--- config.mk ---
export PLATFORM = sky130hd
export DESIGN_NAME = extended_gcd_signed32_unit
export DESIGN_NICKNAME = d
export VERILOG_FILES = /design/src/rtl/core/egcd_pkg.sv /design/src/rtl/core/egcd_front.sv /design/src/rtl/core/egcd_queue.sv /design/src/rtl/core/egcd_back.sv /design/src/rtl/core/extended_gcd_signed32_unit.sv
export SDC_FILE = /design/constraint.sdc
export NUM_CORES = 2
export LEC_CHECK = 0
export ABC_AREA = 1
export BUFFER_PORTS_ARGS = -buffer_cell sky130_fd_sc_hd__buf_2
export CAP_MARGIN = 20
export CORE_UTILIZATION = 50
export DETAILED_ROUTE_END_ITERATION = 10
export PLACE_DENSITY_LB_ADDON = 0.2
export SETUP_SLACK_MARGIN = 0.15
export SLEW_MARGIN = 5
export SYNTH_ARGS = -nofsm -noshare
export SYNTH_HDL_FRONTEND = slang
export SYNTH_SLANG_ARGS = --single-unit
--- constraint.sdc ---
create_clock -name clock -period 10.6 [get_ports clock]
set_input_delay 0.53 -clock clock [delete_from_list [all_inputs] [get_ports clock]]
set_output_delay 0.53 -clock clock [all_outputs]
set_load 0.03 [all_outputs]
--- src/rtl/core/egcd_pkg.sv ---
// Shared types and constants for the signed extended GCD unit.
`timescale 1ns / 1ps

package egcd_pkg;

   localparam int unsigned WORD_W      = 32;
   localparam int unsigned QUEUE_DEPTH = 2;
   localparam int unsigned QUEUE_PTR_W = 1;
   localparam int unsigned QUEUE_CNT_W = 2;

   typedef struct packed {
      logic signed [WORD_W-1:0] a_value;
      logic signed [WORD_W-1:0] b_value;
   } req_type;

   typedef struct packed {
      logic signed [WORD_W-1:0] gcd_value;
      logic signed [WORD_W-1:0] coef_a;
      logic signed [WORD_W-1:0] coef_b;
   } rsp_type;

   // A classified job as it travels from the front to the back.
   typedef struct packed {
      req_type operands;
      logic    b_zero;
   } job_type;

   typedef struct packed {
      logic full;
      logic empty;
   } queue_status_type;

endpackage

--- src/rtl/core/egcd_front.sv ---
// Front stage: accepts operand beats and marks the zero-divisor case.
`timescale 1ns / 1ps

module egcd_front (
   input  logic                         clock,
   input  logic                         reset,
   input  logic                         push,
   output logic                         full,
   input  egcd_pkg::req_type            req_data,
   input  egcd_pkg::queue_status_type   queue_status,
   output logic                         job_valid,
   output egcd_pkg::job_type            job_data
);

   logic              front_valid_ff;
   logic              front_valid_in;
   egcd_pkg::job_type job_ff;
   egcd_pkg::job_type job_in;
   logic              accept;
   logic              move;

   assign full   = front_valid_ff && queue_status.full;
   assign accept = push && !full;
   assign move   = front_valid_ff && !queue_status.full;

   always_comb begin
      front_valid_in = accept || (front_valid_ff && !move);
      job_in         = job_ff;
      if (accept) begin
         job_in.operands = req_data;
         job_in.b_zero   = (req_data.b_value == '0);
      end
   end

   always_ff @(posedge clock) begin
      if (reset) begin
         front_valid_ff <= 1'b0;
      end else begin
         front_valid_ff <= front_valid_in;
      end
   end

   always_ff @(posedge clock) begin
      job_ff <= job_in;
   end

   assign job_valid = move;
   assign job_data  = job_ff;

endmodule

--- src/rtl/core/egcd_queue.sv ---
// Short register queue that decouples the front stage from the back engine.
`timescale 1ns / 1ps

module egcd_queue (
   input  logic                         clock,
   input  logic                         reset,
   input  logic                         wr_en,
   input  egcd_pkg::job_type            wr_data,
   input  logic                         rd_en,
   output egcd_pkg::job_type            rd_data,
   output egcd_pkg::queue_status_type   status
);

   egcd_pkg::job_type                          entry_ff [egcd_pkg::QUEUE_DEPTH];
   logic [egcd_pkg::QUEUE_PTR_W-1:0]           wr_ptr_ff;
   logic [egcd_pkg::QUEUE_PTR_W-1:0]           wr_ptr_in;
   logic [egcd_pkg::QUEUE_PTR_W-1:0]           rd_ptr_ff;
   logic [egcd_pkg::QUEUE_PTR_W-1:0]           rd_ptr_in;
   logic [egcd_pkg::QUEUE_CNT_W-1:0]           count_ff;
   logic [egcd_pkg::QUEUE_CNT_W-1:0]           count_in;
   logic                                       do_wr;
   logic                                       do_rd;

   assign status.full  = (count_ff == egcd_pkg::QUEUE_CNT_W'(egcd_pkg::QUEUE_DEPTH));
   assign status.empty = (count_ff == '0);
   assign do_wr        = wr_en && !status.full;
   assign do_rd        = rd_en && !status.empty;
   assign rd_data      = entry_ff[rd_ptr_ff];

   always_comb begin
      wr_ptr_in = do_wr ? wr_ptr_ff + 1'b1 : wr_ptr_ff;
      rd_ptr_in = do_rd ? rd_ptr_ff + 1'b1 : rd_ptr_ff;
      count_in  = count_ff;
      if (do_wr && !do_rd) begin
         count_in = count_ff + 1'b1;
      end else if (do_rd && !do_wr) begin
         count_in = count_ff - 1'b1;
      end
   end

   always_ff @(posedge clock) begin
      if (reset) begin
         wr_ptr_ff <= '0;
         rd_ptr_ff <= '0;
         count_ff  <= '0;
      end else begin
         wr_ptr_ff <= wr_ptr_in;
         rd_ptr_ff <= rd_ptr_in;
         count_ff  <= count_in;
      end
   end

   always_ff @(posedge clock) begin
      if (do_wr) begin
         entry_ff[wr_ptr_ff] <= wr_data;
      end
   end

   a_count_bound: assert property (@(posedge clock) disable iff (reset)
      count_ff <= egcd_pkg::QUEUE_CNT_W'(egcd_pkg::QUEUE_DEPTH))
      else $error("queue occupancy above its depth");

endmodule

--- src/rtl/core/egcd_back.sv ---
// Back engine: Euclid steps over a radix-2 divider and one shared multiplier.
`timescale 1ns / 1ps

module egcd_back (
   input  logic                         clock,
   input  logic                         reset,
   input  logic                         job_ready,
   input  egcd_pkg::job_type            job_data,
   output logic                         job_pop,
   output logic                         empty,
   input  logic                         pop,
   output egcd_pkg::rsp_type            rsp_data
);

   localparam logic [2:0] S_IDLE  = 3'd0;
   localparam logic [2:0] S_SETUP = 3'd1;
   localparam logic [2:0] S_DIV   = 3'd2;
   localparam logic [2:0] S_MULS  = 3'd3;
   localparam logic [2:0] S_MULT  = 3'd4;
   localparam logic [2:0] S_FIN   = 3'd5;
   localparam logic [2:0] S_DONE  = 3'd6;

   localparam int unsigned W     = egcd_pkg::WORD_W;
   localparam int unsigned CNT_W = $clog2(W);

   logic [2:0]       state_ff, state_in;
   logic [W-1:0]     rp_ff, rp_in;
   logic [W-1:0]     rc_ff, rc_in;
   logic [W-1:0]     sp_ff, sp_in;
   logic [W-1:0]     sc_ff, sc_in;
   logic [W-1:0]     tp_ff, tp_in;
   logic [W-1:0]     tc_ff, tc_in;
   logic [W-1:0]     quo_ff, quo_in;
   logic [W-1:0]     rem_ff, rem_in;
   logic [W-1:0]     dmag_ff, dmag_in;
   logic [CNT_W-1:0] cnt_ff, cnt_in;
   logic [W-1:0]     prod_ff, prod_in;
   logic             out_valid_ff, out_valid_in;
   egcd_pkg::rsp_type out_ff, out_in;

   logic [W:0]       trial;
   logic             trial_ge;
   logic [W-1:0]     q_word;
   logic [W-1:0]     mul_b;
   logic [W-1:0]     mul_low;
   logic [W-1:0]     r_next;
   logic             out_free;

   // One restoring division step: shift in the next dividend bit and subtract if it fits.
   assign trial    = {rem_ff, quo_ff[W-1]};
   assign trial_ge = (trial >= {1'b0, dmag_ff});

   // Truncating division: quotient negative when signs differ, remainder takes the
   // sign of the dividend. Coefficients only need their low word, so so does q.
   assign q_word   = (rp_ff[W-1] ^ rc_ff[W-1]) ? W'(-quo_ff) : quo_ff;
   assign r_next   = rp_ff[W-1] ? W'(-rem_ff) : rem_ff;
   assign mul_b    = (state_ff == S_MULS) ? sc_ff : tc_ff;
   assign mul_low  = q_word * mul_b;

   assign out_free = !out_valid_ff || pop;
   assign job_pop  = (state_ff == S_IDLE) && job_ready;

   always_comb begin
      state_in     = state_ff;
      rp_in        = rp_ff;
      rc_in        = rc_ff;
      sp_in        = sp_ff;
      sc_in        = sc_ff;
      tp_in        = tp_ff;
      tc_in        = tc_ff;
      quo_in       = quo_ff;
      rem_in       = rem_ff;
      dmag_in      = dmag_ff;
      cnt_in       = cnt_ff;
      prod_in      = prod_ff;
      out_in       = out_ff;
      out_valid_in = out_valid_ff && !pop;
      unique case (state_ff)
         S_IDLE: begin
            if (job_ready) begin
               rp_in    = job_data.operands.a_value;
               rc_in    = job_data.operands.b_value;
               sp_in    = W'(1);
               sc_in    = '0;
               tp_in    = '0;
               tc_in    = W'(1);
               state_in = job_data.b_zero ? S_DONE : S_SETUP;
            end
         end
         S_SETUP: begin
            quo_in   = rp_ff[W-1] ? W'(-rp_ff) : rp_ff;
            dmag_in  = rc_ff[W-1] ? W'(-rc_ff) : rc_ff;
            rem_in   = '0;
            cnt_in   = '0;
            state_in = S_DIV;
         end
         S_DIV: begin
            rem_in = trial_ge ? W'(trial - {1'b0, dmag_ff}) : trial[W-1:0];
            quo_in = {quo_ff[W-2:0], trial_ge};
            cnt_in = cnt_ff + 1'b1;
            if (cnt_ff == CNT_W'(W - 1)) begin
               state_in = S_MULS;
            end
         end
         S_MULS: begin
            prod_in  = mul_low;
            state_in = S_MULT;
         end
         S_MULT: begin
            sp_in    = sc_ff;
            sc_in    = sp_ff - prod_ff;
            prod_in  = mul_low;
            state_in = S_FIN;
         end
         S_FIN: begin
            tp_in    = tc_ff;
            tc_in    = tp_ff - prod_ff;
            rp_in    = rc_ff;
            rc_in    = r_next;
            state_in = (r_next == '0) ? S_DONE : S_SETUP;
         end
         S_DONE: begin
            if (out_free) begin
               out_in.gcd_value = rp_ff;
               out_in.coef_a    = sp_ff;
               out_in.coef_b    = tp_ff;
               out_valid_in     = 1'b1;
               state_in         = S_IDLE;
            end
         end
         default: begin
            state_in = S_IDLE;
         end
      endcase
   end

   always_ff @(posedge clock) begin
      if (reset) begin
         state_ff     <= S_IDLE;
         out_valid_ff <= 1'b0;
      end else begin
         state_ff     <= state_in;
         out_valid_ff <= out_valid_in;
      end
   end

   always_ff @(posedge clock) begin
      rp_ff   <= rp_in;
      rc_ff   <= rc_in;
      sp_ff   <= sp_in;
      sc_ff   <= sc_in;
      tp_ff   <= tp_in;
      tc_ff   <= tc_in;
      quo_ff  <= quo_in;
      rem_ff  <= rem_in;
      dmag_ff <= dmag_in;
      cnt_ff  <= cnt_in;
      prod_ff <= prod_in;
      out_ff  <= out_in;
   end

   assign empty    = !out_valid_ff;
   assign rsp_data = out_ff;

   a_divisor_nonzero: assert property (@(posedge clock) disable iff (reset)
      state_ff == S_DIV |-> dmag_ff != '0)
      else $error("division started with a zero divisor");

   a_remainder_bound: assert property (@(posedge clock) disable iff (reset)
      state_ff == S_MULS |-> rem_ff < dmag_ff)
      else $error("division remainder not below divisor");

   a_result_held: assert property (@(posedge clock) disable iff (reset)
      out_valid_ff && !pop |=> out_valid_ff && $stable(out_ff))
      else $error("waiting result changed or vanished");

endmodule

--- src/rtl/core/extended_gcd_signed32_unit.sv ---
// Top level of the signed 32-bit extended GCD unit.
`timescale 1ns / 1ps

// Usage: the operand channel is a queue write side. Drive req_data and raise push;
// a beat is taken at a rising edge with push high and full low. The result channel is
// a queue read side: while empty is low, rsp_data holds the oldest result (gcd, then
// the coefficients of a and b), and a rising edge with pop high takes it.
// A front stage registers each operand beat and flags a zero b; a two-entry queue
// then feeds the back engine, so new beats are taken while the engine works and while
// a finished result waits in the output register.
// Engine: each Euclid step runs a setup state, a full pass of the radix-2 restoring
// divider, then states that use the shared 32x32 multiplier for the two coefficient
// updates. With b zero an item skips the Euclid steps and goes straight to its
// result; the divider sets the sustained rate.
// Reset clears the stage, queue and engine control and drops any waiting result.
// If the receiver does not pop, the finished result stays put, the engine holds its
// next result, and full rises once the front stage and the queue have filled up.
module extended_gcd_signed32_unit (
   input  logic                clock,
   input  logic                reset,
   input  logic                push,
   output logic                full,
   input  egcd_pkg::req_type   req_data,
   output logic                empty,
   input  logic                pop,
   output egcd_pkg::rsp_type   rsp_data
);

   logic                       front_job_valid;
   egcd_pkg::job_type          front_job;
   egcd_pkg::queue_status_type queue_status;
   egcd_pkg::job_type          queue_job;
   logic                       back_pop;

   egcd_front u_front (
      .clock        (clock),
      .reset        (reset),
      .push         (push),
      .full         (full),
      .req_data     (req_data),
      .queue_status (queue_status),
      .job_valid    (front_job_valid),
      .job_data     (front_job)
   );

   egcd_queue u_queue (
      .clock   (clock),
      .reset   (reset),
      .wr_en   (front_job_valid),
      .wr_data (front_job),
      .rd_en   (back_pop),
      .rd_data (queue_job),
      .status  (queue_status)
   );

   // The engine pulls one job whenever it is idle and the queue has one.
   egcd_back u_back (
      .clock     (clock),
      .reset     (reset),
      .job_ready (!queue_status.empty),
      .job_data  (queue_job),
      .job_pop   (back_pop),
      .empty     (empty),
      .pop       (pop),
      .rsp_data  (rsp_data)
   );

endmodule

Yosys cells after proc, flatten, opt, wreduce, memory -nomap -nowiden
Memory sizes are Yosys's and may differ from the RTL's. A register that Yosys moved wholly into a read port is not among the register bits.
Index checks and enable logic that the tools add are counted.
{"block": "totals", "reg_bits": 495, "ramBits": 130, "inputBits": 68, "mem_count": 1}
{"block": "classes", "n_addsub": 12, "multipliers": 1, "order_cmp": 1, "n_eq_ne": 11, "mux": 33, "n_bitwise": 1, "reduce_logical": 33}
{"memory": "u_queue.entry_ff", "depth": 2, "width": 65, "read_ports": 1, "rd_clocked_by_memory_dff": 1, "wr": 1, "line": "egcd_queue.sv:14", "text": "egcd_pkg::job_type entry_ff [egcd_pkg::QUEUE_DEPTH];"}
{"cell": "32-bit case mux with 2 select lines", "n": 8}
{"cell": "32-bit 2-to-1 mux", "n": 9}
{"cell": "32-bit negation", "n": 4}
{"cell": "32-bit subtractor", "n": 3}
{"cell": "32-bit logical NOT", "n": 2}
{"cell": "33-bit by 32-bit greater-or-equal comparator with 1-bit output", "n": 1}
{"cell": "32-bit by 32-bit multiplier with 32-bit output", "n": 1}
{"cell": "31-bit 2-to-1 mux", "n": 1}
{"cell": "3-bit case mux with 7 select lines", "n": 1}
{"cell": "3-bit 2-to-1 mux", "n": 5}
{"cell": "1-bit logical AND", "n": 10}
{"cell": "5-bit case mux with 2 select lines", "n": 1}
{"cell": "3-bit equality test, second input constant", "n": 3}
{"cell": "1-bit logical NOT", "n": 8}
{"cell": "2-bit nonzero test", "n": 4}
{"cell": "3-bit by 2-bit equality test with 1-bit output, second input constant", "n": 2}
{"cell": "1-bit 2-to-1 mux", "n": 6}
{"cell": "2-bit AND reduction", "n": 3}
{"cell": "5-bit by 1-bit adder with 5-bit output, second input constant", "n": 1}
{"cell": "5-bit equality test, second input constant", "n": 1}
{"cell": "2-bit 2-to-1 mux", "n": 2}
{"cell": "2-bit by 1-bit inequality test with 1-bit output, second input constant", "n": 2}
{"cell": "3-bit by 1-bit equality test with 1-bit output, second input constant", "n": 1}
{"cell": "3-bit logical NOT", "n": 1}
{"cell": "other kinds (10)", "n": 12}

Depth between registers and ports, before layout
{"block": "depth", "word_depth": 8, "ltp_mapped": 44, "depth_no_buf": 42}

Hierarchy
Synthesis repeated with hierarchy kept, for this count alone.
{"block": "unflattened", "hier_cells": 4899, "hier_area_um2": 46698.5}
{"mod": "egcd_back", "instances": 1, "cells_per_inst": 4555, "area_each_um2": 39436.6, "seq_area_each_um2": 12722.2}
{"mod": "egcd_queue", "instances": 1, "cells_per_inst": 239, "area_each_um2": 5142.4, "seq_area_each_um2": 4003.8}
{"mod": "egcd_front", "instances": 1, "cells_per_inst": 104, "area_each_um2": 2115.8, "seq_area_each_um2": 1971.9}
{"mod": "extended_gcd_signed32_unit", "instances": 1, "cells_per_inst": 1, "area_each_um2": 3.8, "seq_area_each_um2": 0.0}

Worst setup path after synthesis
OpenSTA, ideal clock, no wires.
{"block": "synth_path", "path_kind": "reg-to-reg", "start": "register u_back.state_ff[0]", "end": "register u_back.out_ff (netlist bit u_back.rsp_data[0]) (enable)", "arrival_ps": 9707, "slack_ps": 106, "path_stages_with_launch": 3, "n_path_buf": 1, "period_less_slack_ps": 10494, "cell_sequence": "dfxtp_1 buf_2 nor4_1"}
{"block": "synth_via", "elab_chain_cells": 2}
{"element": "start, declared", "line": "egcd_back.sv:26", "text": "logic [2:0] state_ff, state_in;"}
{"element": "start signal, assigned", "line": "egcd_back.sv:142", "text": "state_ff <= state_in;"}
{"element": "3-bit equality test", "line": "egcd_back.sv:78", "text": "unique case (state_ff)"}
{"element": "2-bit AND reduction (no line)"}
{"element": "end signal, assigned", "line": "egcd_back.sv:159", "text": "out_ff <= out_in;"}
{"element": "end, declared", "line": "egcd_back.sv:39", "text": "egcd_pkg::rsp_type out_ff, out_in;"}
Every way passes these cells.
A chain may end at the register's enable or synchronous reset.

Worst setup path in the final report
{"block": "layout_path", "start": "register u_back.rc_ff[31]", "end": "register u_back.prod_ff[30], data pin"}
{"block": "layout_via", "elab_chain_cells": 3}
{"element": "start, declared", "line": "egcd_back.sv:28", "text": "logic [W-1:0] rc_ff, rc_in;"}
{"element": "start signal, assigned", "line": "egcd_back.sv:149", "text": "rc_ff <= rc_in;"}
{"element": "1-bit bitwise XOR", "line": "egcd_back.sv:55", "text": "assign q_word = (rp_ff[W-1] ^ rc_ff[W-1]) ? W'(-quo_ff) : quo_ff;"}
{"element": "32-bit 2-to-1 mux", "line": "egcd_back.sv:55"}
{"element": "32-bit by 32-bit multiplier with 32-bit output", "line": "egcd_back.sv:58", "text": "assign mul_low = q_word * mul_b;"}
{"element": "net u_back.mul_low[30]", "line": "egcd_back.sv:45", "text": "logic [W-1:0] mul_low;"}
{"element": "end signal, assigned", "line": "egcd_back.sv:158", "text": "prod_ff <= prod_in;"}
{"element": "end, declared", "line": "egcd_back.sv:37", "text": "logic [W-1:0] prod_ff, prod_in;"}
The timed path passes the listed nets, and every way through them passes these cells.

==> impl_metrics.env <==
export IMPL_async_flop_share_pct=0
export IMPL_synthCells=4950
export IMPL_synth_xor_area_share_pct=2.833
export IMPL_clock_latency_ps=660
export IMPL_drive_gt1_share_pct=8.209
export IMPL_hold_viol=0
export IMPL_ys_seq_elements=626
export IMPL_grt_max_degree=102
export IMPL_slowest_stage="clkinv_1"
export IMPL_clockBufferDepth=3
export IMPL_muxShareOfSynthArea_pct=0
export IMPL_cts_resized=0
export IMPL_viasPerCell=5.361
export IMPL_synthSimpleGateAreaFrac_pct=16.82
export IMPL_cts_sinks=626
export IMPL_path_delay_family="adder cells"
export IMPL_slew_headroom_pct=35.50
export IMPL_fin_crit_ps=9472
export IMPL_drtAntennaViolNets=0
export IMPL_cap_violations=0
export IMPL_setup_violations=0
export IMPL_rsz0062_at_grt="false"
export IMPL_area_growth_pct=9.588
export IMPL_dpl_cell_count=6226
export IMPL_root_buffer="clkbuf_16"
export IMPL_crit_top_cell="fa_1"
export IMPL_syn_cell_area_um2=46320
export IMPL_skew_ps=50.90
export IMPL_ys_types=62
export IMPL_clkTransAtPathRegs_ps=60
export IMPL_fin_nets=5815
export IMPL_crit_path_max_incr_delay_ps=830
export IMPL_die_width_um=306.4
export IMPL_fin_crit_sh_pct=89.36
export IMPL_yosysWarningCount=0
export IMPL_grt_use_total_pct=27.68
export IMPL_regMostFlops="u_queue.entry_ff"
export IMPL_io_buffers=165
export IMPL_status="finished, final reports clean"
export IMPL_antenna_found_initial=1
export IMPL_largest_register_ffs=130
export IMPL_post_cts_setup_buffer_count=0
export IMPL_gp_congestion=0.9752
export IMPL_cp_max_fo=31
export IMPL_vias=34060
export IMPL_dr_first_iter_drc_count=2688
export IMPL_seq_area_frac_synth_pct=40.36
export IMPL_grt_pass1_vias=33750
export IMPL_synthTopCellsByArea="edfxtp_1 (40%), fa_1 (18%), nand2_1 (7.9%)"
export IMPL_start_util_pct=50.54
export IMPL_wl_per_cell_um=20.13
export IMPL_drt_total_wl_mm=127.9
export IMPL_worstReg2RegStart="u_back.rc_ff[31]"
export IMPL_hold_class="in -> reg"
export IMPL_cp_arrival_ps=9930
export IMPL_synth_compound_area_share_pct=7.576
export IMPL_synth_top_area_cell="edfxtp_1"
export IMPL_postCtsHoldBufs=0
export IMPL_min_from="req_data[55]"
export IMPL_ys_flop_type="edfxtp_1"
export IMPL_cp_end_kind="flop"
export IMPL_synth_adder_area_share_pct=23.81
export IMPL_cts_tree="done"
export IMPL_htreeDepth=3
export IMPL_critPathLaunchType="flop"
export IMPL_grt_pass1_wl_mm=196.4
export IMPL_drc=0
export IMPL_setup_tns_ps=0
export IMPL_placementRows=111
export IMPL_fp_coreArea_um2=91660
export IMPL_synth_top_family_by_area="adder cells"
export IMPL_r2r_slack_ps=1130
export IMPL_overflow=0
export IMPL_maxSlewViolCount=0
export IMPL_crit_path_start="u_back.rc_ff[31]"
export IMPL_tightest_slew_ps=967.5
export IMPL_first_pass_iters=6
export IMPL_crit_buf_inv=8
export IMPL_die_height_um=306.4
export IMPL_syn_nets=5653
export IMPL_critPathKind="reg -> reg"
export IMPL_synth_edff_count=616
export IMPL_dp_hpwl_mm=100.3
export IMPL_final_cells=6354
export IMPL_syn_area_per_cell_um2=9.358
export IMPL_synth_top_area_share_pct=39.93
export IMPL_fmax_mhz=105.6
export IMPL_die_area_um2=93870
export IMPL_ioPinCount=166
export IMPL_required_ps=11050
export IMPL_cts_buffers=70
[routing by layer]
layer,GRT usage (%),up-vias,wire length (µm)
met2,46.48,1163,61380
met3,3.435,263,7374
li1,-,16200,-
met1,36.46,16440,53450
met5,0,-,13
met4,11.21,2,5685
[cells in the mapped netlist (all sizes together) (10+ instances only)]
library cell    n
nand2         979
inv           881
nor2          666
edfxtp        616
fa            411
o21ai         230
ha            224
a21oi         219
nand3         133
xor2          104
clkbuf         98
a31oi          75
nor3           42
xnor2          39
buf            31
o21a           31
nand4          25
nor4           22
nand3b         21
or2            20
clkinv         14
dfxtp          10
[per-stage QoR]
step / cell area (µm²) / worst slack (ps) / hold WS (ps) / util, %
detailed placement: 48500 / 1354 / 430.6 / 52.91
floorplan: 46330 / 2492 / 421.5 / -
global placement: 48500 / 1465 / 422.5 / 52.91
finish: 50770 / 1128 / 50.21 / 55.38
global route: 50760 / 592.2 / 22.91 / 55.38
CTS: 50760 / 1325 / 6.317 / 55.38
[cells by family after synthesis]
group | count (synthesis)
buffers and inverters | 1024
adder cells (fa/ha/maj) | 635
XOR/XNOR | 143
AO/OA/AOI/OAI | 607
AND/OR/NAND/NOR | 1915
flip-flops | 626
[final cells by class]
cell class              instances  area [µm²]
fillers                      8323       40900
clock inverters                34       409.1
flip-flops and latches        626       18700
diodes                          3       7.507
repair buffers                219        1231
clock buffers                  91        1852
multi-input cells            3300       23720
inverters                     895        3367
well taps                    1186        1484
[layout by cell type (no fill, tap or decap), drive strengths merged, types with 3 or more instances in the layout]
| cell | synthesis | layout |
|---|---|---|
| nand2 | 979 | 979 |
| inv | 881 | 886 |
| nor2 | 666 | 666 |
| edfxtp | 616 | 616 |
| fa | 411 | 411 |
| o21ai | 230 | 230 |
| ha | 224 | 224 |
| a21oi | 219 | 219 |
| buf | 31 | 219 |
| nand3 | 133 | 133 |
| xor2 | 104 | 104 |
| clkbuf | 98 | 91 |
| a31oi | 75 | 75 |
| nor3 | 42 | 42 |
| xnor2 | 39 | 39 |
| clkinv | 14 | 38 |
| o21a | 31 | 31 |
| nand4 | 25 | 25 |
| nor4 | 22 | 22 |
| nand3b | 21 | 21 |
| or2 | 20 | 20 |
| dfxtp | 10 | 10 |
| o211ai | 8 | 8 |
| a21boi | 8 | 8 |
| a21o | 7 | 7 |
| o21bai | 7 | 7 |
| o31ai | 6 | 6 |
| a211oi | 5 | 5 |
| bufinv | 0 | 5 |
| a221oi | 4 | 4 |
| diode | 0 | 3 |
| and2 | 3 | 3 |
[final timing paths]
check                                               end  cells after the start
worst min-delay path               u_front.job_data[56]                      1
worst min register to register  u_queue.entry_ff[0][21]                      0
worst max-delay path                 u_back.prod_ff[30]                     34
worst max register to register       u_back.prod_ff[30]                     34
Power is not shown: default switching activity piles up to over one toggle a cycle in this logic, so the estimate is an artifact.
